### src/rtl/userpass_auth_request_parser_assert.svh
// ----------------------------------------------------------------------------
// userpass auth request parser assertion macros
// concurrent check macros used by the top-level rtl, removed with NO_ASSERTIONS
// ----------------------------------------------------------------------------
`ifndef USERPASS_AUTH_REQUEST_PARSER_ASSERT_SVH
`define USERPASS_AUTH_REQUEST_PARSER_ASSERT_SVH

`ifndef NO_ASSERTIONS

// same-cycle implication
`define UPAR_ASSERT_IMPL(label, clk, rst_n, ante, cons) \
    label: assert property (@(posedge clk) disable iff (!rst_n) (ante) |-> (cons)) \
        else $error("upar check failed");

// next-cycle implication
`define UPAR_ASSERT_NEXT(label, clk, rst_n, ante, cons) \
    label: assert property (@(posedge clk) disable iff (!rst_n) (ante) |=> (cons)) \
        else $error("upar check failed");

`else

`define UPAR_ASSERT_IMPL(label, clk, rst_n, ante, cons)
`define UPAR_ASSERT_NEXT(label, clk, rst_n, ante, cons)

`endif

`endif

### src/rtl/upar_pkg.sv
// ----------------------------------------------------------------------------
// upar_pkg
// shared types, status codes and helpers of the auth request parser
// ----------------------------------------------------------------------------
package upar_pkg;

    localparam int unsigned BYTE_W   = 8;
    localparam int unsigned STATUS_W = 3;

    localparam logic [BYTE_W-1:0] SUPPORTED_VERSION_RESET = 8'd1;

    localparam logic [STATUS_W-1:0] STATUS_VER    = 3'd0;
    localparam logic [STATUS_W-1:0] STATUS_ULEN   = 3'd1;
    localparam logic [STATUS_W-1:0] STATUS_USER   = 3'd2;
    localparam logic [STATUS_W-1:0] STATUS_PLEN   = 3'd3;
    localparam logic [STATUS_W-1:0] STATUS_PASS   = 3'd4;
    localparam logic [STATUS_W-1:0] STATUS_DONE   = 3'd5;
    localparam logic [STATUS_W-1:0] STATUS_BADVER = 3'd6;
    localparam logic [STATUS_W-1:0] STATUS_BADLEN = 3'd7;

    typedef enum logic [7:0] {
        ST_VER    = 8'b0000_0001,
        ST_ULEN   = 8'b0000_0010,
        ST_USER   = 8'b0000_0100,
        ST_PLEN   = 8'b0000_1000,
        ST_PASS   = 8'b0001_0000,
        ST_DONE   = 8'b0010_0000,
        ST_BADVER = 8'b0100_0000,
        ST_BADLEN = 8'b1000_0000
    } parse_state_t;

    typedef struct packed {
        logic [STATUS_W-1:0] status;
        logic                data_valid;
        logic                data_is_password;
        logic [BYTE_W-1:0]   data_byte;
        logic                field_last;
    } upar_result_t;

    // valid flag handed between pipeline stages
    typedef struct packed {
        logic valid;
    } upar_hs_t;

    function automatic logic [STATUS_W-1:0] state_to_status(parse_state_t st);
        logic [STATUS_W-1:0] code;
        case (st)
            ST_VER:    code = STATUS_VER;
            ST_ULEN:   code = STATUS_ULEN;
            ST_USER:   code = STATUS_USER;
            ST_PLEN:   code = STATUS_PLEN;
            ST_PASS:   code = STATUS_PASS;
            ST_DONE:   code = STATUS_DONE;
            ST_BADVER: code = STATUS_BADVER;
            ST_BADLEN: code = STATUS_BADLEN;
            default:   code = STATUS_VER;
        endcase
        return code;
    endfunction

endpackage

### src/rtl/upar_in_stage.sv
// ----------------------------------------------------------------------------
// upar_in_stage
// input register of the parser, holds one byte until the parse stage takes it
// ----------------------------------------------------------------------------
module upar_in_stage (
    input  logic                    clk,
    input  logic                    rst_n,
    input  logic                    in_valid,
    output logic                    in_stall,
    input  logic [upar_pkg::BYTE_W-1:0] in_byte,
    input  logic                    advance,
    output upar_pkg::upar_hs_t      hs,
    output logic [upar_pkg::BYTE_W-1:0] byte_q
);
    import upar_pkg::*;

    logic              valid_reg;
    logic              valid_next;
    logic [BYTE_W-1:0] byte_reg;
    logic              take;

    assign in_stall   = valid_reg && !advance;
    assign take       = in_valid && !in_stall;
    assign valid_next = take ? 1'b1 : (advance ? 1'b0 : valid_reg);

    always_ff @(posedge clk or negedge rst_n)
    begin
        if (!rst_n)
        begin
            valid_reg <= 1'b0;
        end
        else
        begin
            valid_reg <= valid_next;
        end
    end

    always_ff @(posedge clk)
    begin
        if (take)
        begin
            byte_reg <= in_byte;
        end
    end

    assign hs.valid = valid_reg;
    assign byte_q   = byte_reg;

endmodule

### src/rtl/upar_parse.sv
// ----------------------------------------------------------------------------
// upar_parse
// parse state, field byte counter and per-byte result logic
// ----------------------------------------------------------------------------
module upar_parse (
    input  logic                        clk,
    input  logic                        rst_n,
    input  logic                        cfg_wr_en,
    input  logic [upar_pkg::BYTE_W-1:0] cfg_wr_data,
    input  logic                        advance,
    input  logic [upar_pkg::BYTE_W-1:0] byte_q,
    output upar_pkg::upar_result_t      result
);
    import upar_pkg::*;

    parse_state_t      state_reg;
    parse_state_t      state_next;
    logic [BYTE_W-1:0] left_reg;
    logic [BYTE_W-1:0] left_next;
    logic [BYTE_W-1:0] version_reg;
    logic              is_last;

    // zero or one byte left means this is the last one
    assign is_last = (left_reg[BYTE_W-1:1] == '0);

    always_comb
    begin
        state_next              = state_reg;
        left_next               = left_reg;
        result.data_valid       = 1'b0;
        result.data_is_password = 1'b0;
        result.data_byte        = '0;
        result.field_last       = 1'b0;
        case (state_reg)
            ST_VER:
            begin
                state_next = (byte_q == version_reg) ? ST_ULEN : ST_BADVER;
            end
            ST_ULEN, ST_PLEN:
            begin
                if (byte_q == '0)
                begin
                    state_next = ST_BADLEN;
                end
                else
                begin
                    left_next  = byte_q;
                    state_next = (state_reg == ST_ULEN) ? ST_USER : ST_PASS;
                end
            end
            ST_USER, ST_PASS:
            begin
                result.data_valid       = 1'b1;
                result.data_is_password = (state_reg == ST_PASS);
                result.data_byte        = byte_q;
                if (is_last)
                begin
                    result.field_last = 1'b1;
                    left_next         = '0;
                    state_next        = (state_reg == ST_USER) ? ST_PLEN : ST_DONE;
                end
                else
                begin
                    left_next = left_reg - 1'b1;
                end
            end
            default:
            begin
                state_next = state_reg;
            end
        endcase
        result.status = state_to_status(state_next);
    end

    always_ff @(posedge clk or negedge rst_n)
    begin
        if (!rst_n)
        begin
            state_reg   <= ST_VER;
            left_reg    <= '0;
            version_reg <= SUPPORTED_VERSION_RESET;
        end
        else
        begin
            if (advance)
            begin
                state_reg <= state_next;
                left_reg  <= left_next;
            end
            if (cfg_wr_en)
            begin
                version_reg <= cfg_wr_data;
            end
        end
    end

endmodule

### src/rtl/upar_out_stage.sv
// ----------------------------------------------------------------------------
// upar_out_stage
// result register, decides when the parse stage may move a byte forward
// ----------------------------------------------------------------------------
module upar_out_stage (
    input  logic                   clk,
    input  logic                   rst_n,
    input  upar_pkg::upar_hs_t     up_hs,
    input  upar_pkg::upar_result_t result,
    output logic                   advance,
    output logic                   out_valid,
    input  logic                   out_stall,
    output upar_pkg::upar_result_t result_q
);
    import upar_pkg::*;

    logic         valid_reg;
    logic         valid_next;
    upar_result_t result_reg;

    assign advance    = up_hs.valid && (!valid_reg || !out_stall);
    assign valid_next = advance ? 1'b1 : (out_stall ? valid_reg : 1'b0);

    always_ff @(posedge clk or negedge rst_n)
    begin
        if (!rst_n)
        begin
            valid_reg <= 1'b0;
        end
        else
        begin
            valid_reg <= valid_next;
        end
    end

    always_ff @(posedge clk)
    begin
        if (advance)
        begin
            result_reg <= result;
        end
    end

    assign out_valid = valid_reg;
    assign result_q  = result_reg;

endmodule

### src/rtl/userpass_auth_request_parser.sv
// ----------------------------------------------------------------------------
// userpass_auth_request_parser
// byte-wise parser of a username/password auth request, one result per byte
//
//   channel | direction | handshake           | payload
//   --------+-----------+---------------------+--------------------------------
//   in      | sink      | in_valid / in_stall | in_byte
//   out     | source    | out_valid/out_stall | status, data_valid,
//           |           |                     | data_is_password, data_byte,
//           |           |                     | field_last
//   cfg     | sink      | cfg_wr_en           | cfg_wr_data (supported version)
//
// one byte per cycle sustained while out_stall is low; the input register loads
// at the transfer edge and the result register when the byte advances, and
// out_valid rises once the result register holds the byte
// the parse state updates in the same cycle the byte advances, so bytes never wait on it
// reset returns to reading the version byte, supported version back to 1
// out_stall holds the result register; in_stall rises only while the input
// register is full and the result register is stalled
// ----------------------------------------------------------------------------
`include "userpass_auth_request_parser_assert.svh"

module userpass_auth_request_parser (
    input  logic                          clk,
    input  logic                          rst_n,
    input  logic                          in_valid,
    output logic                          in_stall,
    input  logic [upar_pkg::BYTE_W-1:0]   in_byte,
    input  logic                          cfg_wr_en,
    input  logic [upar_pkg::BYTE_W-1:0]   cfg_wr_data,
    output logic                          out_valid,
    input  logic                          out_stall,
    output logic [upar_pkg::STATUS_W-1:0] status,
    output logic                          data_valid,
    output logic                          data_is_password,
    output logic [upar_pkg::BYTE_W-1:0]   data_byte,
    output logic                          field_last
);
    import upar_pkg::*;

    upar_hs_t          in_hs;
    logic [BYTE_W-1:0] byte_q;
    logic              advance;
    upar_result_t      result;
    upar_result_t      result_q;

    upar_in_stage u_in_stage (
        .clk      (clk),
        .rst_n    (rst_n),
        .in_valid (in_valid),
        .in_stall (in_stall),
        .in_byte  (in_byte),
        .advance  (advance),
        .hs       (in_hs),
        .byte_q   (byte_q)
    );

    upar_parse u_parse (
        .clk         (clk),
        .rst_n       (rst_n),
        .cfg_wr_en   (cfg_wr_en),
        .cfg_wr_data (cfg_wr_data),
        .advance     (advance),
        .byte_q      (byte_q),
        .result      (result)
    );

    upar_out_stage u_out_stage (
        .clk       (clk),
        .rst_n     (rst_n),
        .up_hs     (in_hs),
        .result    (result),
        .advance   (advance),
        .out_valid (out_valid),
        .out_stall (out_stall),
        .result_q  (result_q)
    );

    assign status           = result_q.status;
    assign data_valid       = result_q.data_valid;
    assign data_is_password = result_q.data_is_password;
    assign data_byte        = result_q.data_byte;
    assign field_last       = result_q.field_last;

    // name bytes only while reading a field or right after its last byte
    `UPAR_ASSERT_IMPL(a_data_status, clk, rst_n, out_valid && data_valid,
        (status == STATUS_USER) || (status == STATUS_PLEN) ||
        (status == STATUS_PASS) || (status == STATUS_DONE))

    // last flag closes a field and moves on
    `UPAR_ASSERT_IMPL(a_last_status, clk, rst_n, out_valid && field_last,
        data_valid && ((status == STATUS_PLEN) || (status == STATUS_DONE)))

    // input backs up only behind a stalled result
    `UPAR_ASSERT_IMPL(a_stall_cause, clk, rst_n, in_stall, out_valid && out_stall)

    // a stalled input keeps a result pending
    `UPAR_ASSERT_NEXT(a_stall_hold, clk, rst_n, in_stall, out_valid)

endmodule
### config.mk
export PLATFORM = sky130hd
export DESIGN_NAME = userpass_auth_request_parser
export DESIGN_NICKNAME = d
export VERILOG_FILES = /design/src/rtl/upar_pkg.sv /design/src/rtl/upar_in_stage.sv /design/src/rtl/upar_parse.sv /design/src/rtl/upar_out_stage.sv /design/src/rtl/userpass_auth_request_parser.sv
export VERILOG_INCLUDE_DIRS = /design/src /design/src/rtl
export SDC_FILE = /design/constraint.sdc
export NUM_CORES = 1
export LEC_CHECK = 0
export BUFFER_PORTS_ARGS = -buffer_cell sky130_fd_sc_hd__buf_2
export CORE_UTILIZATION = 60
export CTS_CLUSTER_SIZE = 40
export DETAILED_ROUTE_END_ITERATION = 16
export PLACE_DENSITY = 0.86
export SYNTH_ARGS = -nofsm -noshare
export SYNTH_HDL_FRONTEND = slang
export SYNTH_HIERARCHICAL = 1
export SYNTH_SLANG_ARGS = --single-unit
### constraint.sdc
create_clock -name clk -period 3.2 [get_ports clk]
set_input_delay 0.16 -clock clk [delete_from_list [all_inputs] [get_ports clk]]
set_output_delay 0.16 -clock clk [all_outputs]
set_load 0.01 [all_outputs]
==> results of run 1 <==
-- cells in the final DEF (no fill, tap or decap), types with 3 or more instances in the layout --
cell and n:
a21oi_1 9, xor2_1 4, inv_1 8, nand4_1 3
and3_1 4, mux2_2 8, xnor2_1 9, buf_2 36
edfxtp_1 22, clkbuf_8 6, o21ai_0 7, dfrtp_1 24
and2_1 11, nand3_1 5, nand2_1 12, nand2b_1 3
nor3_1 9, nor2_1 8, nor4_1 3, a21o_1 3
o21ai_1 11
-- report_power, final --
group          total, W  internal, W  switching [W]
clock network  0.000456     0.000255       0.000201
logic          0.000104    0.0000504      0.0000540
registers      0.000705     0.000682      0.0000229
-- final cells by class --
type / instances / area share
well taps: 48 / 0.0220
inverters: 8 / 0.0110
repair buffers: 39 / 0.0751
clock buffers: 6 / 0.0302
flip-flops and latches: 48 / 0.481
clock inverters: 2 / 0.0142
multi-input cells: 145 / 0.367
-- synthesized netlist by cell type, types with 2 or more instances --
| library cell | count |
|---|---|
| nand4_1 | 3 |
| nand3_1 | 5 |
| nand2b_1 | 3 |
| and2_4 | 2 |
| dfrtp_1 | 24 |
| a21oi_1 | 9 |
| mux2_2 | 8 |
| buf_2 | 5 |
| nor3_1 | 9 |
| o21ai_0 | 7 |
| a21o_1 | 3 |
| or4_1 | 2 |
| nor3b_1 | 2 |
| inv_1 | 8 |
| a32oi_1 | 2 |
| nand2_1 | 12 |
| nor2_1 | 8 |
| a22o_1 | 2 |
| xor2_1 | 4 |
| a22oi_1 | 2 |
| nor4_1 | 3 |
| and3_1 | 4 |
| o21ai_1 | 11 |
| and2_1 | 11 |
| xnor2_1 | 9 |
| dfstp_2 | 2 |
| clkbuf_1 | 5 |
| a31oi_1 | 2 |
| edfxtp_1 | 22 |
-- cell families after synthesis --
kind of cell	after synthesis
buf+inv	18
fa+ha+maj	1
mux	9
flops	48
simple gates	75
compound gates	47
xor+xnor	13
-- critical path, cell delays in order (launching register included) --
cell and delay [ps]:
dfrtp_1 510, nor3_1 340, nand3_1 350, inv_1 380, a21oi_1 70, or3_1 530
o21ai_0 230, o21ai_1 90
-- metal layers --
layer	GRT usage	wire length [um]	up-vias
met4	0.106	65	0
met3	0.0538	294	7
li1	-	-	832
met1	0.325	2020	837
met2	0.413	2240	71
met5	0	0	-
-- worst paths after layout --
path / to / slack (ps) / cells after the start
max reg2reg: u_parse/left_reg[7] / 570 / 7
max in group asynchronous: u_parse/state_reg[1] / 2420 / 2
min in group asynchronous: u_in_stage/hs / 380 / 2
min: u_in_stage/byte_q[7] / 20 / 1
min reg2reg: u_parse/left_reg[6] / 510 / 2
max: u_parse/left_reg[7] / 570 / 7
-- metrics by stage --
stage               utilization  setup WS, ps  power [W]  hold slack, ps
floorplan                     -          1080   0.000772            -136
global placement          0.695           752   0.000817             193
detailed placement        0.695           603   0.000822             195
CTS                       0.730           615    0.00127            23.9
global route              0.730           325    0.00130            15.5
finish                    0.730           567    0.00127            23.2
==> metrics.txt, run 1 <==
dpl cells=287; Primary FF master, synth=dfrtp_1; sequential cell area=1310 um^2; setup tns final=0 ps; residual DRC count=0; worst r2r src=u_parse/state_reg[1]; ys async rst share=0.542; crit path time final=2630 ps; worst-path maximum fanout=16; Placed Area=2600 um^2; Vias=1747; synth top area cells=edfxtp_1 (28%), dfrtp_1 (25%), mux2_2 (3.8%), xnor2_1 (3.3%), and2_1 (2.9%); Worst Max-Slew Pin Slew=596 ps; Mapped Area=2390 um^2; synthesized instance count=211; Final Hold Viols=0; CP Class=reg -> reg; die area=4240 um^2; Clock transition at path regs=90 ps; post-CTS sizing=0; Worst Setup SP=u_parse/state_reg[1]; Post-Layout Cell Count=296; Die H=65.1 um; Vias/cell=5.90; Core ar.=3740 um^2; DR iter-0 viols=135; WP data required=3370 ps; Num Clock Sinks=48; largest net degree at the start of global routing=27; port bufs=36; Routed Wire Length=4.61 mm; number of diodes=0; Yosys warning count=6; Post-Synth XOR/XNOR Area=0.0476; syn nets=233; CTS tree=done; DIE WIDTH=65.1 um; Detail Route Antenna Nets=0; fmax=380 MHz; Post-Synth Simple-Gate Area=0.193; CTS buffer count=5; # nets final=269; Layout fillers=283; total grt overflow=0; Area growth, synth to finish=14.3%; Clk Latency, worst-skew pair=310 ps; drt wl/cell=15.6 um; flops & latches, synth=48; Top-Level Pins=37; worst vdd ir=0.000381 V; endpoint type of the worst setup path=flip-flop; Setup violations, final=0; Distinct cells, synth=51; root buf cell=clkbuf_8; Worst Skew=8.86 ps; clk buf depth=2; drt pass-1 iters=4; # Post-CTS Setup Buffers=0; largest family of logic cells by synthesized area=simple AND/OR/NAND/NOR gates; Worst Hold Class=in -> reg; Max-slew headroom=0.603; layout cells sized above 1=0.282; mux share of post-synthesis cell area=0.0419; initial core utilization=0.639; Avg Cell Area, Syn=11.3 um^2; CTS Hold Bufs=1; Slew Limit Fails=0; Multi-input gate area=1000 um^2; Max Cap Viol=0; register area share after synthesis=0.549; PD cells=463 nW/um^2; final worst path period share=0.823; CP Launch Type=flip-flop; Synth area leader=edfxtp_1; row count=22; GPL Wtd Cong=0.920; H-tree levels=2; run status=finished clean; top cell type's share of synthesized area=0.276; crit path DAT=2810 ps; max FFs per register=14; Static Leakage=1.15 nW; gr usage total=0.252; complex-gate fraction of the synthesized area=0.132; vias in the first global route=1675; fin area=2730 um^2; Post-DP HPWL=3.30 mm; first-pass GRT wire length=7.89 mm; EDFF count, synth=22; Synth Area in Adders=0.00523; initial antenna violation count=0; RSZ-0062 raised after global routing=false; hold_sp=in_byte[7]
(Power assumes the default switching activity.)
==> run 2: changes to the inputs <==
--- a/config.mk
+++ b/config.mk
@@ -6,11 +6,12 @@
 export SDC_FILE = /design/constraint.sdc
 export NUM_CORES = 1
 export LEC_CHECK = 0
+export ABC_AREA = 1
 export BUFFER_PORTS_ARGS = -buffer_cell sky130_fd_sc_hd__buf_2
-export CORE_UTILIZATION = 60
+export CORE_UTILIZATION = 51
 export CTS_CLUSTER_SIZE = 40
 export DETAILED_ROUTE_END_ITERATION = 16
-export PLACE_DENSITY = 0.86
+export PLACE_DENSITY = 0.77
 export SYNTH_ARGS = -nofsm -noshare
 export SYNTH_HDL_FRONTEND = slang
 export SYNTH_HIERARCHICAL = 1
==> constraint.sdc (replaced) <==
create_clock -name clk -period 2.4 [get_ports clk]
set_input_delay 0.12 -clock clk [delete_from_list [all_inputs] [get_ports clk]]
set_output_delay 0.12 -clock clk [all_outputs]
set_load 0.01 [all_outputs]
==> metrics.txt, run 2 <==
Worst Setup SP=u_parse/state_reg[0]; WP data required=2460 ps (-910 ps); row count=25 (+14%); Post-DP HPWL=3.91 mm (+19%); residual DRC count=0 (unchanged); final worst path period share=0.826 (+0.00314); top cells by count, synth=nand2_1 (64), nor2_1 (45), inv_1 (34); Worst Max-Slew Pin Slew=628 ps (+32.3 ps); DIE WIDTH=72.0 um (+10%); layout cells sized above 1=0.243 (-0.0397); # nets final=359 (+33%); R2R depth=11 (+4); Num Clock Sinks=48 (unchanged); die area=5180 um^2 (+22%); port bufs=36 (unchanged); Detail Route Antenna Nets=0 (unchanged); most frequent cell after synthesis=nand2_1; drt pass-1 iters=4 (unchanged); initial core utilization=0.528 (-0.110); WHS Path Cells=3 (+2); GPL Wtd Cong=0.873 (-5.1%); CTS buffer count=5 (unchanged); Primary FF master, synth=dfrtp_1; Area growth, synth to finish=17.9%; Max-slew headroom=0.581 (-0.0215); Worst Hold Class=in -> reg; top cell type's share of synthesized area=0.265 (-0.0116); synthesized instance count=286 (+36%); DR iter-0 viols=158 (+17%); WHS=18.0 ps (-5.16 ps); number of diodes=0 (unchanged); CTS Hold Bufs=9 (+8); CTS tree=done; CP Class=reg -> reg; Synth area leader=edfxtp_1; RR Endpoint=u_out_stage/result_q[11]; crit path time final=1980 ps (-651 ps); setup tns final=0 ps (unchanged); # Post-CTS Setup Buffers=0 (unchanged); drt wl/cell=13.2 um (-15%); synth top area cells=edfxtp_1 (26%), dfrtp_1 (24%), nand2_1 (9.6%), nor2_1 (6.8%), inv_1 (5.1%); max FFs per register=14 (unchanged); Mapped Area=2500 um^2 (+4.4%); sequential cell area=1310 um^2 (unchanged); post-CTS sizing=0 (unchanged); Max Cap Viol=0 (unchanged); run status=finished clean; total grt overflow=0 (unchanged); hold_sp=in_valid; clk buf depth=2 (unchanged); first-pass GRT wire length=8.85 mm (+12%); Slew Limit Fails=0 (unchanged); Yosys warning count=6 (unchanged); fmax=504 MHz (+33%); syn nets=308 (+32%); EDFF count, synth=22 (unchanged); Avg Cell Area, Syn=8.73 um^2 (-23%); largest net degree at the start of global routing=27 (unchanged); gr usage total=0.229 (-0.0224); flops & latches, synth=48 (unchanged); Final Hold Viols=0 (unchanged); most frequent cells in the layout=nand2_1 (64), nor2_1 (45), buf_2 (36), inv_1 (34), dfrtp_1 (24); root buf cell=clkbuf_8; most common cell after layout, fill and taps aside=nand2_1; worst r2r src=u_parse/state_reg[0]; endpoint type of the worst setup path=flip-flop; Multi-input gate area=1010 um^2 (+0.75%); worst-path maximum fanout=12 (-4); worst reg-to-reg setup slack=420 ps (-150 ps); vias in the first global route=1928 (+15%); Setup violations, final=0 (unchanged); Clock transition at path regs=90 ps (about the same); Worst Skew=5.46 ps (-3.40 ps); Static Leakage=1.39 nW (+22%); initial antenna violation count=0 (unchanged); RSZ-0062 raised after global routing=false; Clk Latency, worst-skew pair=310 ps (about the same); Top-Level Pins=37 (unchanged); register area share after synthesis=0.526 (-0.0231); Vias/cell=5.09 (-14%); ys async rst share=0.542 (unchanged); Core ar.=4720 um^2 (+26%); Vias=2062 (+18%); crit path DAT=2040 ps (-770 ps); Layout fillers=410 (+45%); Distinct cells, synth=32 (-37%); H-tree levels=2 (unchanged); CP Launch Type=flip-flop; total power=0.00162 W (+28%); worst vdd ir=0.000395 V (+3.8%); Die H=72.0 um (+10%); Hold EP=u_in_stage/hs; PD cells=551 nW/um^2 (+19%); Routed Wire Length=5.34 mm (+16%)
==> run 2: cell count changes in the layout (fill, tap and decap cells not counted), moves of 5 or more <==
cell,delta
a21oi_1,-7
and2_1,-11
dlygate4sd3_1,+8
inv_1,+26
inv_2,+5
nand2_1,+52
nand2_2,+7
nand3_1,+8
nor2_1,+37
nor2_2,+7
nor3_1,-8
o21ai_1,-10
o22ai_1,+8
==> run 2: worst max-delay path by stage <==
stage	endpoint	slack [ps]	cells past startpoint
after detailed placement	u_out_stage/result_q[11]	480	11
after global routing	u_out_stage/result_q[12]	290	11
after CTS	u_out_stage/result_q[11]	450	11
final	u_out_stage/result_q[11]	420	11
after global placement	u_out_stage/result_q[13]	540	11
after floorplan	u_in_stage/byte_q[0]	570	3
==> run 2: kinds of logic (layout without fill, tap and decap cells) <==
group	count (synthesis)	in the layout	share of synthesized area
flops	48	48	0.526
compound gates	28	28	0.0717
fa+ha+maj	1	1	0.00501
simple gates	148	148	0.259
mux	6	6	0.0271
xor+xnor	12	12	0.0421
buf+inv	43	95	0.0687
==> run 2: worst max-delay path: stages (launching register included) <==
cell and delay (ps):
dfstp_2 560, inv_1 90, nand2_2 80, nor2_1 50, nand2_2 70, nand2_2 180
nor2_1 240, nand3_1 150, nand3_1 120, nor2_2 60, nand2_1 60, nand3_1 70
==> run 2: layout make-up <==
cell class                      count  share of cell area
Timing Repair Buffer               48              0.0994
Multi-Input combinational cell    195               0.343
Inverter                           39              0.0497
Clock inverter                      2             0.00467
Clock buffer                        6              0.0280
Tap cell                           67              0.0285
Sequential cell                    48               0.446
==> run 2: per-layer routing <==
layer	part of all wire	track usage	vias to the layer above
met5	0	0	-
met2	0.48	0.370	63
li1	-	-	1022
met1	0.46	0.308	971
met4	0.013	0.0937	0
met3	0.041	0.0431	6
==> run 2: stage by stage <==
step                setup WS (ps)  cells  area (um^2)   util
floorplan                     574    286         2500      -
global placement              535    388         2760  0.584
detailed placement            482    388         2760  0.584
CTS                           448    405         2940  0.623
global route                  288    405         2940  0.623
finish                        418    405         2940  0.623
==> run 2: report_power, final <==
part	leakage, nW	internal (W)	switching (W)
Clock	0.0516	0.000236	0.000283
Combinational	0.839	0.0000733	0.0000953
Sequential	0.504	0.000911	0.0000239
==> run 3: changes to the inputs <==
--- a/config.mk
+++ b/config.mk
@@ -8,10 +8,10 @@
 export LEC_CHECK = 0
 export ABC_AREA = 1
 export BUFFER_PORTS_ARGS = -buffer_cell sky130_fd_sc_hd__buf_2
-export CORE_UTILIZATION = 51
+export CORE_UTILIZATION = 56
 export CTS_CLUSTER_SIZE = 40
 export DETAILED_ROUTE_END_ITERATION = 16
-export PLACE_DENSITY = 0.77
+export PLACE_DENSITY = 0.81
 export SYNTH_ARGS = -nofsm -noshare
 export SYNTH_HDL_FRONTEND = slang
 export SYNTH_HIERARCHICAL = 1
==> constraint.sdc (replaced) <==
create_clock -name clk -period 2.05 [get_ports clk]
set_input_delay 0.1025 -clock clk [delete_from_list [all_inputs] [get_ports clk]]
set_output_delay 0.1025 -clock clk [all_outputs]
set_load 0.01 [all_outputs]
==> metrics.txt, run 3 (synthesized netlist as in run 2, its figures left out) <==
Routed Wire Length=5.58 mm (+4.6%); Worst Skew=13.1 ps (+7.67 ps); setup tns final=0 ps (unchanged); WHS=6.42 ps (-11.6 ps); largest net degree at the start of global routing=27 (unchanged); number of diodes=0 (unchanged); worst r2r src=u_parse/state_reg[0]; row count=23 (-8.0%); CP max-delay cell=dfstp_2; Worst Setup SP=u_parse/state_reg[0]; Final Hold Viols=0 (unchanged); Clk Latency, worst-skew pair=300 ps (about the same); Multi-input gate area=1010 um^2 (unchanged); vias in the first global route=2057 (+6.7%); Post-DP HPWL=4.04 mm (+3.2%); Slew Limit Fails=0 (unchanged); Clock transition at path regs=100 ps (about the same); Max Cap Viol=0 (unchanged); PD cells=668 nW/um^2 (+21%); gr usage total=0.277 (+0.0473); run status=finished clean; Setup violations, final=0 (unchanged); first-pass GRT wire length=9.32 mm (+5.4%); drt wl/cell=14.3 um (+8.4%); final worst path period share=0.912 (+0.0856); Vias=2088 (+1.3%); layout cells sized above 1=0.249 (+0.00666); residual DRC count=0 (unchanged); DIE WIDTH=68.8 um (-4.4%); CTS buffer count=5 (unchanged); most frequent cells in the layout=nand2_1 (64), nor2_1 (45), buf_2 (36), inv_1 (34), dfrtp_1 (24); Num Clock Sinks=48 (unchanged); cell-by-cell listing of the critical path=inv_1 > nand2_2 > nor2_1 > nand2_2 > nand2_2 > buf_6 > a21oi_4 > nand2_2 > inv_1 > nand2_1 > nor2_2 > nand2_1 > nand3_1; die area=4730 um^2 (-8.7%); Vias/cell=5.34 (+4.9%); fmax=535 MHz (+6.1%); WHS Path Cells=3 (unchanged); dpl cells=373 (-3.9%); Static Leakage=1.42 nW (+1.5%); hold_sp=cfg_wr_data[4]; H-tree levels=2 (unchanged); Area growth, synth to finish=18.9%; DR iter-0 viols=185 (+17%); initial antenna violation count=0 (unchanged); Worst Hold Class=in -> reg; crit path DAT=2040 ps (about the same); endpoint type of the worst setup path=flip-flop; crit path time final=1870 ps (-114 ps); sequential cell area=1310 um^2 (unchanged); Worst Max-Slew Pin Slew=609 ps (-18.8 ps); total grt overflow=0 (unchanged); CP max stage delay=570 ps (about the same); CP Class=reg -> reg; CTS tree=done; CP Launch Type=flip-flop; max FFs per register=14 (unchanged); # nets final=362 (+0.84%); clk buf depth=2 (unchanged); Layout Utilization=0.716 (+0.0932); Top-Level Pins=37 (unchanged); root buf cell=clkbuf_8; Detail Route Antenna Nets=0 (unchanged); drt pass-1 iters=4 (unchanged); WP data required=2220 ps (-240 ps); worst vdd ir=0.000392 V (-0.88%); Max-slew headroom=0.594 (+0.0125); Layout fillers=326 (-20%); Post-Layout Cell Count=391 (-3.5%); Die H=68.8 um (-4.4%); GPL Wtd Cong=1.02 (+17%); worst-path maximum fanout=10 (-2); initial core utilization=0.602 (+0.0739); Core ar.=4140 um^2 (-12%); CP most frequent cell=nand2_2; most common cell after layout, fill and taps aside=nand2_1; R2R depth=13 (+2); port bufs=36 (unchanged)
-- run 3: cell count changes in the layout (fill, tap and decap cells not counted), sizes merged --
cell / change
inv: -1
bufinv: +1
clkinv: +1
buf: +3
clkbuf: -1
-- run 3: critical path, delay by kind of cell, from the launching register on --
kind,cells,cell delay (ps)
buffers and inverters,3,310
AO/OA/AOI/OAI,1,150
AND/OR/NAND/NOR,9,720
flip-flops,1,570
-- run 3: path summary, 6_finish.rpt --
check / endpoint / slack (ps)
max: u_out_stage/result_q[11] / 180
min: u_parse/version_reg[4] / 6
max reg2reg: u_out_stage/result_q[11] / 180
min reg2reg: u_parse/state_reg[7] / 530
max in group asynchronous: u_parse/state_reg[2] / 1300
min in group asynchronous: u_parse/version_reg[7] / 340
-- run 3: cell type report --
cell class                 instances  area share
inverter                          39      0.0493
sequential                        48       0.442
clock buffer                       5      0.0232
timing repair buffer              51       0.107
multi-input combinational        195       0.340
clock inverter                     3      0.0160
tap                               50      0.0211
-- run 3: metrics by stage --
stage | setup WS [ps] | power (W) | area [um^2]
after floorplan | 224 | 0.00122 | 2500
final | 181 | 0.00198 | 2970
after detailed placement | 225 | 0.00130 | 2750
after global routing | -11.0 | 0.00207 | 2970
after CTS | 187 | 0.00200 | 2960
after global placement | 240 | 0.00129 | 2750
-- run 3: what timing repair did --
action	in CTS	in global routing
gates resized for setup	0	1
endpoints found under the setup margin	0	2
hold buffers	9	0
hold endpoints to repair	32	0
buffers inserted	0	1
-- run 3: metal layers --
| layer | global-route usage | vias to the layer above | share of wire |
|---|---|---|---|
| met4 | 0.117 | 0 | 0.026 |
| met2 | 0.460 | 72 | 0.49 |
| met1 | 0.352 | 968 | 0.43 |
| met3 | 0.0543 | 16 | 0.057 |
| li1 | - | 1032 | - |
| met5 | 0 | - | 0 |
-- run 3: report_power, final --
group,total [W],internal [W],switching [W],leakage [nW]
sequential,0.00110,0.00107,0.0000300,0.504
combinational,0.000199,0.0000858,0.000113,0.853
clock,0.000689,0.000367,0.000322,0.0583
total,0.00198,0.00152,0.000465,1.42
